--- src/sv/atfe_pkg.sv ---
// Shared types, character codes and the decimal digit split for the truecolor encoder.
// Depends on nothing; every other file of the block refers to it by scoped names.
`timescale 1ns / 1ps

package atfe_pkg;

   // Field widths.
   localparam int ColorW  = 8;
   localparam int RowLenW = 12;
   localparam int CsrAddrW = 2;
   localparam int CsrDataW = 32;
   localparam logic [RowLenW-1:0] RowLenReset = 12'd192;
   localparam logic [CsrAddrW-1:0] RegRowLength = 2'd0;

   // Characters of the output text.
   localparam logic [7:0] CharEsc   = 8'd27;
   localparam logic [7:0] CharNl    = 8'd10;
   localparam logic [7:0] CharSpace = 8'd32;
   localparam logic [7:0] CharBrack = 8'd91;
   localparam logic [7:0] CharSemi  = 8'd59;
   localparam logic [7:0] CharZero  = 8'd48;
   localparam logic [7:0] CharTwo   = 8'd50;
   localparam logic [7:0] CharFour  = 8'd52;
   localparam logic [7:0] CharEight = 8'd56;
   localparam logic [7:0] CharM     = 8'd109;

   // One input pixel.
   typedef struct packed {
      logic [ColorW-1:0] red;
      logic [ColorW-1:0] green;
      logic [ColorW-1:0] blue;
      logic              frame_end;
   } req_type;

   // One output character.
   typedef struct packed {
      logic [7:0] text_byte;
      logic       run_last;
   } rsp_type;

   // Decimal form of one channel: start is the index of the leading digit.
   typedef struct packed {
      logic [3:0] hun;
      logic [3:0] ten;
      logic [3:0] one;
      logic [1:0] start;
   } digits_type;

   // Work for the back end: what one pixel has to print.
   typedef struct packed {
      logic       newline;
      logic       escape;
      logic       last;
      digits_type dig_red;
      digits_type dig_green;
      digits_type dig_blue;
   } desc_type;

   // Splits an 8-bit value into decimal digits with a few narrow compares.
   function automatic digits_type to_digits(input logic [7:0] value);
      digits_type d;
      logic [7:0] rem;
      logic [3:0] tens;
      logic [7:0] ones;
      d = '0;
      if (value >= 8'd200) begin
         d.hun = 4'd2;
         rem   = value - 8'd200;
      end else if (value >= 8'd100) begin
         d.hun = 4'd1;
         rem   = value - 8'd100;
      end else begin
         d.hun = 4'd0;
         rem   = value;
      end
      tens = 4'd0;
      for (int k = 1; k < 10; k++) begin
         if (rem >= 8'(10 * k)) begin
            tens = 4'(k);
         end
      end
      ones  = rem - 8'(tens * 10);
      d.ten = tens;
      d.one = ones[3:0];
      if (d.hun != 4'd0) begin
         d.start = 2'd2;
      end else if (d.ten != 4'd0) begin
         d.start = 2'd1;
      end else begin
         d.start = 2'd0;
      end
      return d;
   endfunction

endpackage

--- src/sv/atfe_front.sv ---
// Front end: takes pixels, tracks the last color and the column, and builds a work descriptor.
// Depends on atfe_pkg.
`timescale 1ns / 1ps

module atfe_front (
   input  logic                          clock,
   input  logic                          reset,
   input  logic                          req_push,
   input  atfe_pkg::req_type             req_data,
   input  logic [atfe_pkg::RowLenW-1:0]  row_length,
   input  logic                          q_full,
   output logic                          q_push,
   output atfe_pkg::desc_type            q_desc
);

   logic [atfe_pkg::ColorW-1:0]  prev_red_ff, prev_red_in;
   logic [atfe_pkg::ColorW-1:0]  prev_green_ff, prev_green_in;
   logic [atfe_pkg::ColorW-1:0]  prev_blue_ff, prev_blue_in;
   logic                         known_ff, known_in;
   logic [atfe_pkg::RowLenW-1:0] column_ff, column_in;
   logic [atfe_pkg::RowLenW:0]   column_inc;
   logic                         accept;
   logic                         escape;

   assign accept = req_push && !q_full;
   assign q_push = accept;

   // A color escape is due on a new color or on the first pixel of a frame.
   assign escape = !known_ff || (req_data.red != prev_red_ff) ||
                   (req_data.green != prev_green_ff) || (req_data.blue != prev_blue_ff);
   assign column_inc = {1'b0, column_ff} + 13'd1;

   // Descriptor for the back end.
   always_comb begin
      q_desc           = '0;
      q_desc.newline   = (column_ff == '0);
      q_desc.escape    = escape;
      q_desc.last      = req_data.frame_end;
      q_desc.dig_red   = atfe_pkg::to_digits(req_data.red);
      q_desc.dig_green = atfe_pkg::to_digits(req_data.green);
      q_desc.dig_blue  = atfe_pkg::to_digits(req_data.blue);
   end

   // Color and column state after this pixel.
   always_comb begin
      prev_red_in   = prev_red_ff;
      prev_green_in = prev_green_ff;
      prev_blue_in  = prev_blue_ff;
      known_in      = known_ff;
      column_in     = column_ff;
      if (accept) begin
         if (escape) begin
            prev_red_in   = req_data.red;
            prev_green_in = req_data.green;
            prev_blue_in  = req_data.blue;
            known_in      = 1'b1;
         end
         if (column_inc >= {1'b0, row_length}) begin
            column_in = '0;
         end else begin
            column_in = column_inc[atfe_pkg::RowLenW-1:0];
         end
         if (req_data.frame_end) begin
            prev_red_in   = '0;
            prev_green_in = '0;
            prev_blue_in  = '0;
            known_in      = 1'b0;
            column_in     = '0;
         end
      end
   end

   always_ff @(posedge clock) begin
      if (reset) begin
         prev_red_ff   <= '0;
         prev_green_ff <= '0;
         prev_blue_ff  <= '0;
         known_ff      <= 1'b0;
         column_ff     <= '0;
      end else begin
         prev_red_ff   <= prev_red_in;
         prev_green_ff <= prev_green_in;
         prev_blue_ff  <= prev_blue_in;
         known_ff      <= known_in;
         column_ff     <= column_in;
      end
   end

endmodule

--- src/sv/atfe_queue.sv ---
// Two-entry queue of work descriptors between the front end and the back end.
// Depends on atfe_pkg.
`timescale 1ns / 1ps

module atfe_queue (
   input  logic               clock,
   input  logic               reset,
   input  logic               push,
   input  atfe_pkg::desc_type push_desc,
   output logic               full,
   input  logic               pop,
   output atfe_pkg::desc_type pop_desc,
   output logic               empty
);

   atfe_pkg::desc_type mem_ff [2];
   logic               wr_ptr_ff, wr_ptr_in;
   logic               rd_ptr_ff, rd_ptr_in;
   logic [1:0]         count_ff, count_in;
   logic               do_push;
   logic               do_pop;

   assign full     = (count_ff == 2'd2);
   assign empty    = (count_ff == 2'd0);
   assign do_push  = push && !full;
   assign do_pop   = pop && !empty;
   assign pop_desc = mem_ff[rd_ptr_ff];

   // Pointer and fill count update.
   always_comb begin
      wr_ptr_in = do_push ? !wr_ptr_ff : wr_ptr_ff;
      rd_ptr_in = do_pop ? !rd_ptr_ff : rd_ptr_ff;
      count_in  = count_ff;
      if (do_push && !do_pop) begin
         count_in = count_ff + 2'd1;
      end else if (do_pop && !do_push) begin
         count_in = count_ff - 2'd1;
      end
   end

   always_ff @(posedge clock) begin
      if (reset) begin
         wr_ptr_ff <= 1'b0;
         rd_ptr_ff <= 1'b0;
         count_ff  <= 2'd0;
      end else begin
         wr_ptr_ff <= wr_ptr_in;
         rd_ptr_ff <= rd_ptr_in;
         count_ff  <= count_in;
      end
   end

   // Storage.
   always_ff @(posedge clock) begin
      if (do_push) begin
         mem_ff[wr_ptr_ff] <= push_desc;
      end
   end

endmodule

--- src/sv/atfe_back.sv ---
// Back end: walks one descriptor byte by byte into an output register.
// Depends on atfe_pkg.
`timescale 1ns / 1ps

module atfe_back (
   input  logic               clock,
   input  logic               reset,
   input  logic               q_empty,
   input  atfe_pkg::desc_type q_desc,
   output logic               q_pop,
   input  logic               rsp_pop,
   output logic               rsp_empty,
   output atfe_pkg::rsp_type  rsp_data
);

   localparam logic [3:0] PH_NL   = 4'd0;
   localparam logic [3:0] PH_PFX  = 4'd1;
   localparam logic [3:0] PH_RED  = 4'd2;
   localparam logic [3:0] PH_SEP1 = 4'd3;
   localparam logic [3:0] PH_GRN  = 4'd4;
   localparam logic [3:0] PH_SEP2 = 4'd5;
   localparam logic [3:0] PH_BLU  = 4'd6;
   localparam logic [3:0] PH_M    = 4'd7;
   localparam logic [3:0] PH_SP1  = 4'd8;
   localparam logic [3:0] PH_SP2  = 4'd9;
   localparam logic [3:0] PH_TAIL = 4'd10;

   atfe_pkg::desc_type cur_ff, cur_in;
   logic               busy_ff, busy_in;
   logic [3:0]         phase_ff, phase_in;
   logic [2:0]         sub_ff, sub_in;
   logic               out_valid_ff, out_valid_in;
   atfe_pkg::rsp_type  out_data_ff, out_data_in;
   logic               out_free;
   logic               emit;
   logic [7:0]         char;
   logic               final_char;
   atfe_pkg::digits_type dig;

   assign out_free  = !out_valid_ff || rsp_pop;
   assign emit      = busy_ff && out_free;
   assign q_pop     = !busy_ff && !q_empty;
   assign rsp_empty = !out_valid_ff;
   assign rsp_data  = out_data_ff;

   // Digits of the channel now being printed.
   always_comb begin
      case (phase_ff)
         PH_RED:  dig = cur_ff.dig_red;
         PH_GRN:  dig = cur_ff.dig_green;
         default: dig = cur_ff.dig_blue;
      endcase
   end

   // Character for the current phase and position.
   always_comb begin
      char       = atfe_pkg::CharSpace;
      final_char = 1'b0;
      case (phase_ff)
         PH_NL: char = atfe_pkg::CharNl;
         PH_PFX: begin
            case (sub_ff)
               3'd0:    char = atfe_pkg::CharEsc;
               3'd1:    char = atfe_pkg::CharBrack;
               3'd2:    char = atfe_pkg::CharFour;
               3'd3:    char = atfe_pkg::CharEight;
               3'd4:    char = atfe_pkg::CharSemi;
               3'd5:    char = atfe_pkg::CharTwo;
               default: char = atfe_pkg::CharSemi;
            endcase
         end
         PH_RED, PH_GRN, PH_BLU: begin
            case (sub_ff)
               3'd2:    char = atfe_pkg::CharZero + {4'd0, dig.hun};
               3'd1:    char = atfe_pkg::CharZero + {4'd0, dig.ten};
               default: char = atfe_pkg::CharZero + {4'd0, dig.one};
            endcase
         end
         PH_SEP1, PH_SEP2: char = atfe_pkg::CharSemi;
         PH_M:   char = atfe_pkg::CharM;
         PH_SP1: char = atfe_pkg::CharSpace;
         PH_SP2: begin
            char       = atfe_pkg::CharSpace;
            final_char = !cur_ff.last;
         end
         PH_TAIL: begin
            case (sub_ff)
               3'd0:    char = atfe_pkg::CharEsc;
               3'd1:    char = atfe_pkg::CharBrack;
               3'd2:    char = atfe_pkg::CharZero;
               3'd3:    char = atfe_pkg::CharM;
               default: begin
                  char       = atfe_pkg::CharNl;
                  final_char = 1'b1;
               end
            endcase
         end
         default: char = atfe_pkg::CharSpace;
      endcase
   end

   // Sequencer: load a descriptor when idle, step one character per free output slot.
   always_comb begin
      cur_in   = cur_ff;
      busy_in  = busy_ff;
      phase_in = phase_ff;
      sub_in   = sub_ff;
      if (q_pop) begin
         cur_in  = q_desc;
         busy_in = 1'b1;
         sub_in  = 3'd0;
         if (q_desc.newline) begin
            phase_in = PH_NL;
         end else if (q_desc.escape) begin
            phase_in = PH_PFX;
         end else begin
            phase_in = PH_SP1;
         end
      end else if (emit) begin
         case (phase_ff)
            PH_NL: begin
               sub_in   = 3'd0;
               phase_in = cur_ff.escape ? PH_PFX : PH_SP1;
            end
            PH_PFX: begin
               if (sub_ff == 3'd6) begin
                  phase_in = PH_RED;
                  sub_in   = {1'b0, cur_ff.dig_red.start};
               end else begin
                  sub_in = sub_ff + 3'd1;
               end
            end
            PH_RED: begin
               if (sub_ff == 3'd0) phase_in = PH_SEP1;
               else sub_in = sub_ff - 3'd1;
            end
            PH_SEP1: begin
               phase_in = PH_GRN;
               sub_in   = {1'b0, cur_ff.dig_green.start};
            end
            PH_GRN: begin
               if (sub_ff == 3'd0) phase_in = PH_SEP2;
               else sub_in = sub_ff - 3'd1;
            end
            PH_SEP2: begin
               phase_in = PH_BLU;
               sub_in   = {1'b0, cur_ff.dig_blue.start};
            end
            PH_BLU: begin
               if (sub_ff == 3'd0) phase_in = PH_M;
               else sub_in = sub_ff - 3'd1;
            end
            PH_M:   phase_in = PH_SP1;
            PH_SP1: phase_in = PH_SP2;
            PH_SP2: begin
               sub_in = 3'd0;
               if (cur_ff.last) phase_in = PH_TAIL;
               else busy_in = 1'b0;
            end
            PH_TAIL: begin
               if (sub_ff == 3'd4) busy_in = 1'b0;
               else sub_in = sub_ff + 3'd1;
            end
            default: busy_in = 1'b0;
         endcase
      end
   end

   // Output register: holds one beat until it is taken.
   always_comb begin
      out_valid_in = out_valid_ff;
      out_data_in  = out_data_ff;
      if (emit) begin
         out_valid_in         = 1'b1;
         out_data_in.text_byte = char;
         out_data_in.run_last  = final_char;
      end else if (rsp_pop) begin
         out_valid_in = 1'b0;
      end
   end

   always_ff @(posedge clock) begin
      if (reset) begin
         busy_ff      <= 1'b0;
         phase_ff     <= PH_NL;
         sub_ff       <= 3'd0;
         out_valid_ff <= 1'b0;
      end else begin
         busy_ff      <= busy_in;
         phase_ff     <= phase_in;
         sub_ff       <= sub_in;
         out_valid_ff <= out_valid_in;
      end
   end

   always_ff @(posedge clock) begin
      cur_ff      <= cur_in;
      out_data_ff <= out_data_in;
   end

endmodule

--- src/sv/ansi_truecolor_frame_encoder_unit.sv ---
// Top level of the truecolor escape encoder: register port, front end, queue and back end.
// Depends on atfe_pkg, atfe_front, atfe_queue and atfe_back.
//
//   channel   ports                        direction  beat
//   req       req_push/req_full/req_data   in         one pixel
//   rsp       rsp_pop/rsp_empty/rsp_data   out        one text character
//   csr       psel/penable/pwrite/...      in/out     row_length at byte 0
//
// Each pixel yields 2 to 27 characters, one per cycle while the receiver takes them, set by
// the back-end sequencer that owns the output register; it pauses to load each pixel.
// The front end takes a pixel whenever the two-entry queue has room.
// Reset is synchronous and active high; row_length returns to 192.
// A stall on rsp holds the back end; the front end keeps taking pixels until the queue fills.
`timescale 1ns / 1ps

module ansi_truecolor_frame_encoder_unit (
   input  logic                            clock,
   input  logic                            reset,
   input  logic                            req_push,
   output logic                            req_full,
   input  atfe_pkg::req_type               req_data,
   output logic                            rsp_empty,
   input  logic                            rsp_pop,
   output atfe_pkg::rsp_type               rsp_data,
   input  logic                            csr_psel,
   input  logic                            csr_penable,
   input  logic                            csr_pwrite,
   input  logic [atfe_pkg::CsrAddrW-1:0]   csr_paddr,
   input  logic [atfe_pkg::CsrDataW-1:0]   csr_pwdata,
   output logic [atfe_pkg::CsrDataW-1:0]   csr_prdata,
   output logic                            csr_pready
);

   logic [atfe_pkg::RowLenW-1:0] row_length_ff, row_length_in;
   logic                         q_full;
   logic                         q_push;
   atfe_pkg::desc_type           q_push_desc;
   logic                         q_pop;
   atfe_pkg::desc_type           q_pop_desc;
   logic                         q_empty;
   logic                         csr_write;

   // Register port.
   assign csr_pready = 1'b1;
   assign csr_write  = csr_psel && csr_penable && csr_pwrite && csr_pready;
   assign csr_prdata = (csr_paddr == atfe_pkg::RegRowLength) ?
                       {{(atfe_pkg::CsrDataW - atfe_pkg::RowLenW){1'b0}}, row_length_ff} : '0;

   always_comb begin
      row_length_in = row_length_ff;
      if (csr_write && (csr_paddr == atfe_pkg::RegRowLength)) begin
         row_length_in = csr_pwdata[atfe_pkg::RowLenW-1:0];
      end
   end

   always_ff @(posedge clock) begin
      if (reset) begin
         row_length_ff <= atfe_pkg::RowLenReset;
      end else begin
         row_length_ff <= row_length_in;
      end
   end

   assign req_full = q_full;

   atfe_front u_front (
      .clock      (clock),
      .reset      (reset),
      .req_push   (req_push),
      .req_data   (req_data),
      .row_length (row_length_ff),
      .q_full     (q_full),
      .q_push     (q_push),
      .q_desc     (q_push_desc)
   );

   atfe_queue u_queue (
      .clock     (clock),
      .reset     (reset),
      .push      (q_push),
      .push_desc (q_push_desc),
      .full      (q_full),
      .pop       (q_pop),
      .pop_desc  (q_pop_desc),
      .empty     (q_empty)
   );

   atfe_back u_back (
      .clock     (clock),
      .reset     (reset),
      .q_empty   (q_empty),
      .q_desc    (q_pop_desc),
      .q_pop     (q_pop),
      .rsp_pop   (rsp_pop),
      .rsp_empty (rsp_empty),
      .rsp_data  (rsp_data)
   );

`ifndef SYNTH
   // The last beat of a pixel is either a trailing space or the closing newline.
   assert property (@(posedge clock) disable iff (reset)
      (!rsp_empty && rsp_data.run_last) |->
      (rsp_data.text_byte == atfe_pkg::CharSpace || rsp_data.text_byte == atfe_pkg::CharNl))
      else $error("run_last on a character that cannot end a pixel");

   // Only printable text, escape and newline are ever produced.
   assert property (@(posedge clock) disable iff (reset)
      !rsp_empty |->
      ((rsp_data.text_byte >= 8'd32 && rsp_data.text_byte <= 8'd126) ||
       rsp_data.text_byte == atfe_pkg::CharEsc || rsp_data.text_byte == atfe_pkg::CharNl))
      else $error("unexpected character on the result channel");

   // Nothing is waiting right after reset.
   assert property (@(posedge clock) $past(reset) |-> (rsp_empty && !req_full))
      else $error("queues not empty after reset");
`endif

endmodule

--- config.mk ---
export PLATFORM = sky130hd
export DESIGN_NAME = ansi_truecolor_frame_encoder_unit
export DESIGN_NICKNAME = d
export VERILOG_FILES = /design/src/sv/atfe_pkg.sv /design/src/sv/atfe_front.sv /design/src/sv/atfe_queue.sv /design/src/sv/atfe_back.sv /design/src/sv/ansi_truecolor_frame_encoder_unit.sv
export SDC_FILE = /design/constraint.sdc
export NUM_CORES = 1
export LEC_CHECK = 0
export ABC_AREA = 0
export BUFFER_PORTS_ARGS = -buffer_cell sky130_fd_sc_hd__buf_2
export CORE_MARGIN = 2
export CORE_UTILIZATION = 50
export CTS_CLUSTER_SIZE = 28
export DETAILED_ROUTE_END_ITERATION = 8
export PLACE_DENSITY = 0.7
export REMOVE_ABC_BUFFERS = 1
export SYNTH_ARGS = -nofsm -noshare
export SYNTH_HDL_FRONTEND = slang
export SYNTH_SLANG_ARGS = --single-unit
--- constraint.sdc ---
create_clock -name clock -period 5.6 [get_ports clock]
set_clock_uncertainty 0.15 [all_clocks]
set_input_delay 0.84 -clock clock [delete_from_list [all_inputs] [get_ports clock]]
set_output_delay 0.84 -clock clock [all_outputs]
set_load 0.005 [all_outputs]
==> results.json <==
{
  "outcome": "completed",
  "grt_max_degree": 51,
  "htree_levels": 4,
  "cts_resized": 0,
  "drtAntennaViolNets": 0,
  "ff_latch_area_sq_mm": 0.00498,
  "total_power_mw": 4.47,
  "cap_violations": 0,
  "yosysSeqAreaShare": 0.487,
  "syn2layout_area_growth_pct": 10.1,
  "cp_slowest_cell": "xnor2_1",
  "critical_path_class": "primary input to flip-flop",
  "maxSlewHeadroom": 0.360,
  "place_ws_ns": 0.838,
  "ir_drop_mv": 0.236,
  "clk_latency_ns": 0.44,
  "dp_hpwl_um": 14000,
  "fillCellCount": 1781,
  "ys_top_cells_by_area": "edfxtp_1 (36%), dfxtp_1 (12%), ha_1 (4.8%), mux2_2 (4.2%), nand2_1 (3.9%)",
  "synth_seq_cells": 187,
  "clock-root-buffer": "clkbuf_16",
  "synth.top_cell.area_share": 0.364,
  "path_max_fanout": 8,
  "setup_slack_ns": 1.24,
  "hp-class": "flip-flop to flip-flop",
  "tightestPinTransition_ns": 0.960,
  "crit_chain": "buf_2 -> inv_1 -> ha_1 -> or3b_2 -> a21oi_2 -> o21ai_1 -> xnor2_1 -> a21o_1 -> o21ai_0 -> nand2_1 -> o2111ai_1 -> ha_1 -> fa_1 -> xor2_1 -> xnor2_1",
  "grt_antenna_before_repair": 0,
  "clkTransAtPathRegs_ns": 0.07,
  "fmax_mhz": 230,
  "synth.distinct_cells": 81,
  "die_h_um": 147,
  "p_leak_nw": 4.29,
  "synth_top_area_cell": "edfxtp_1",
  "routabilityCongestion": 0.883,
  "dieWidth_um": 147,
  "first_pass_iters": 5,
  "maxSlewViolCount": 0,
  "synth_most_common_cell": "edfxtp_1",
  "slowest_delay_ns": 0.55,
  "wl_per_cell_um": 15.4,
  "drc": 0,
  "synth_common_cells": "edfxtp_1 (124), nand2_1 (105), nor2_1 (75), dfxtp_1 (63), a21oi_1 (61)",
  "track_usage": 0.193,
  "hold_viol": 0,
  "synth_edf_count": 124,
  "cts_tree": "done",
  "cts_buffer_depth": 2,
  "synth_cells": 1011,
  "core_sq_mm": 0.0202,
  "end_kind": "flip-flop",
  "cp-start-kind": "primary input",
  "viasPerCell": 5.53,
  "finalSetupTns_ns": 0,
  "yosysWarningCount": 0,
  "diodes": 0,
  "port_buffers": 67,
  "pin_count": 110,
  "multiInputGateArea_sq_mm": 0.00475,
  "rsz0062_at_grt": "false",
  "cts_sinks": 187,
  "period_needed_ns": 4.36,
  "async_flop_share": 0,
  "drive_above_1_share": 0.168,
  "cts_buffers": 17,
  "holdBufCountCts": 0,
  "crit_arrival_ns": 4.38,
  "syn_avg_cell_area_sq_um": 10.1,
  "cp.required_ns": 5.62,
  "setup_viol": 0,
  "powerDensity_mw_per_mm2": 397,
  "initial_core_util": 0.508,
  "num_rows": 52,
  "grt_pass1_wl_um": 34000,
  "syn_area_sq_mm": 0.0102,
  "ys.flop_type": "edfxtp_1",
  "postCtsSetupRepairBufs": 0,
  "nets": 1162,
  "routed_wl_um": 20600,
  "grt_pass1_vias": 6895,
  "die_area_sq_mm": 0.0216,
  "finalCritPeriodShare": 0.778,
  "drt_iter0_drc": 678,
  "routed-via-count": 7399,
  "overflow": 0
}
[per-stage QoR]
| step | hold WS, ns | cells | utilization | instance area [sq um] |
|---|---|---|---|---|
| after detailed placement | 0.296 | 1305 | 0.530 | 10700 |
| final | 0.304 | 1337 | 0.559 | 11300 |
| after CTS | 0.306 | 1337 | 0.559 | 11300 |
| after floorplan | 0.280 | 961 | - | 9940 |
| after global placement | 0.293 | 1305 | 0.530 | 10700 |
| after global routing | 0.321 | 1337 | 0.559 | 11300 |
[state kept, by name, indices dropped and copies added, names as in the netlist, 4 cells and up, named ones only]
signal	flops
u_back.phase_ff	4
u_front.prev_blue_ff	8
u_front.prev_green_ff	8
u_front.column_ff	12
row_length_ff	12
u_front.prev_red_ff	8
u_back.rsp_data	8
u_queue.mem_ff	78
u_back.cur_ff	38
[power breakdown]
part,total (mW),internal (mW),switching (mW)
clock network,1.18,0.630,0.553
registers,2.07,1.91,0.151
logic,1.22,0.490,0.735
[per-layer routing]
metal  vias up  track usage  share of wire
met1      3491        0.275           0.48
met2       196        0.307           0.47
met4         0       0.0495         0.0085
met5         -            0              0
met3        17       0.0363          0.043
li1       3695            -              -
[path summary, 6_finish.rpt]
kind                                                   startpoint                                 to  slack, ns  cells after the start
worst max-delay path                                 req_data[20]    u_queue.mem_ff[0][33]$_DFFE_PP_       1.24                     15
worst min-delay path               row_length_ff[10]$_SDFFE_PP0P_     row_length_ff[10]$_SDFFE_PP0P_       0.30                      2
worst max register to register  u_front.column_ff[0]$_SDFFE_PP0P_  u_front.column_ff[2]$_SDFFE_PP0P_       2.16                     12
worst min register to register     row_length_ff[10]$_SDFFE_PP0P_     row_length_ff[10]$_SDFFE_PP0P_       0.30                      2
[cells in the final DEF (no fill, tap or decap), drive strengths merged, types with 22 or more instances in the layout]
master	n
dfxtp	63
conb	22
edfxtp	124
nor2	75
o21ai	55
xnor2	28
nand2	105
nor3	25
inv	64
a21oi	66
xor2	23
a22oi	33
mux2	38
ha	39
buf	74
[layout make-up]
cell class	instances	share of cell area
Timing Repair Buffer	74	0.0344
Clock inverter	15	0.0142
Sequential cell	187	0.442
Multi-Input combinational cell	714	0.421
Inverter	60	0.0201
Tap cell	270	0.0300
Clock buffer	17	0.0378
[worst max-delay path: cells and delay by family]
family          cells  cell delay, ns
compound gates      5            0.90
simple gates        2            0.60
xor+xnor            3            0.91
buf+inv             2            0.32
fa+ha+maj           3            0.81
[kinds of logic after synthesis]
kind of cell,share of synthesized area
buf+inv,0.0585
xor+xnor,0.0451
fa+ha+maj,0.0555
mux,0.0479
flops,0.487
simple gates,0.142
compound gates,0.163
other cells,0.000734
(Power assumes the default switching activity.)
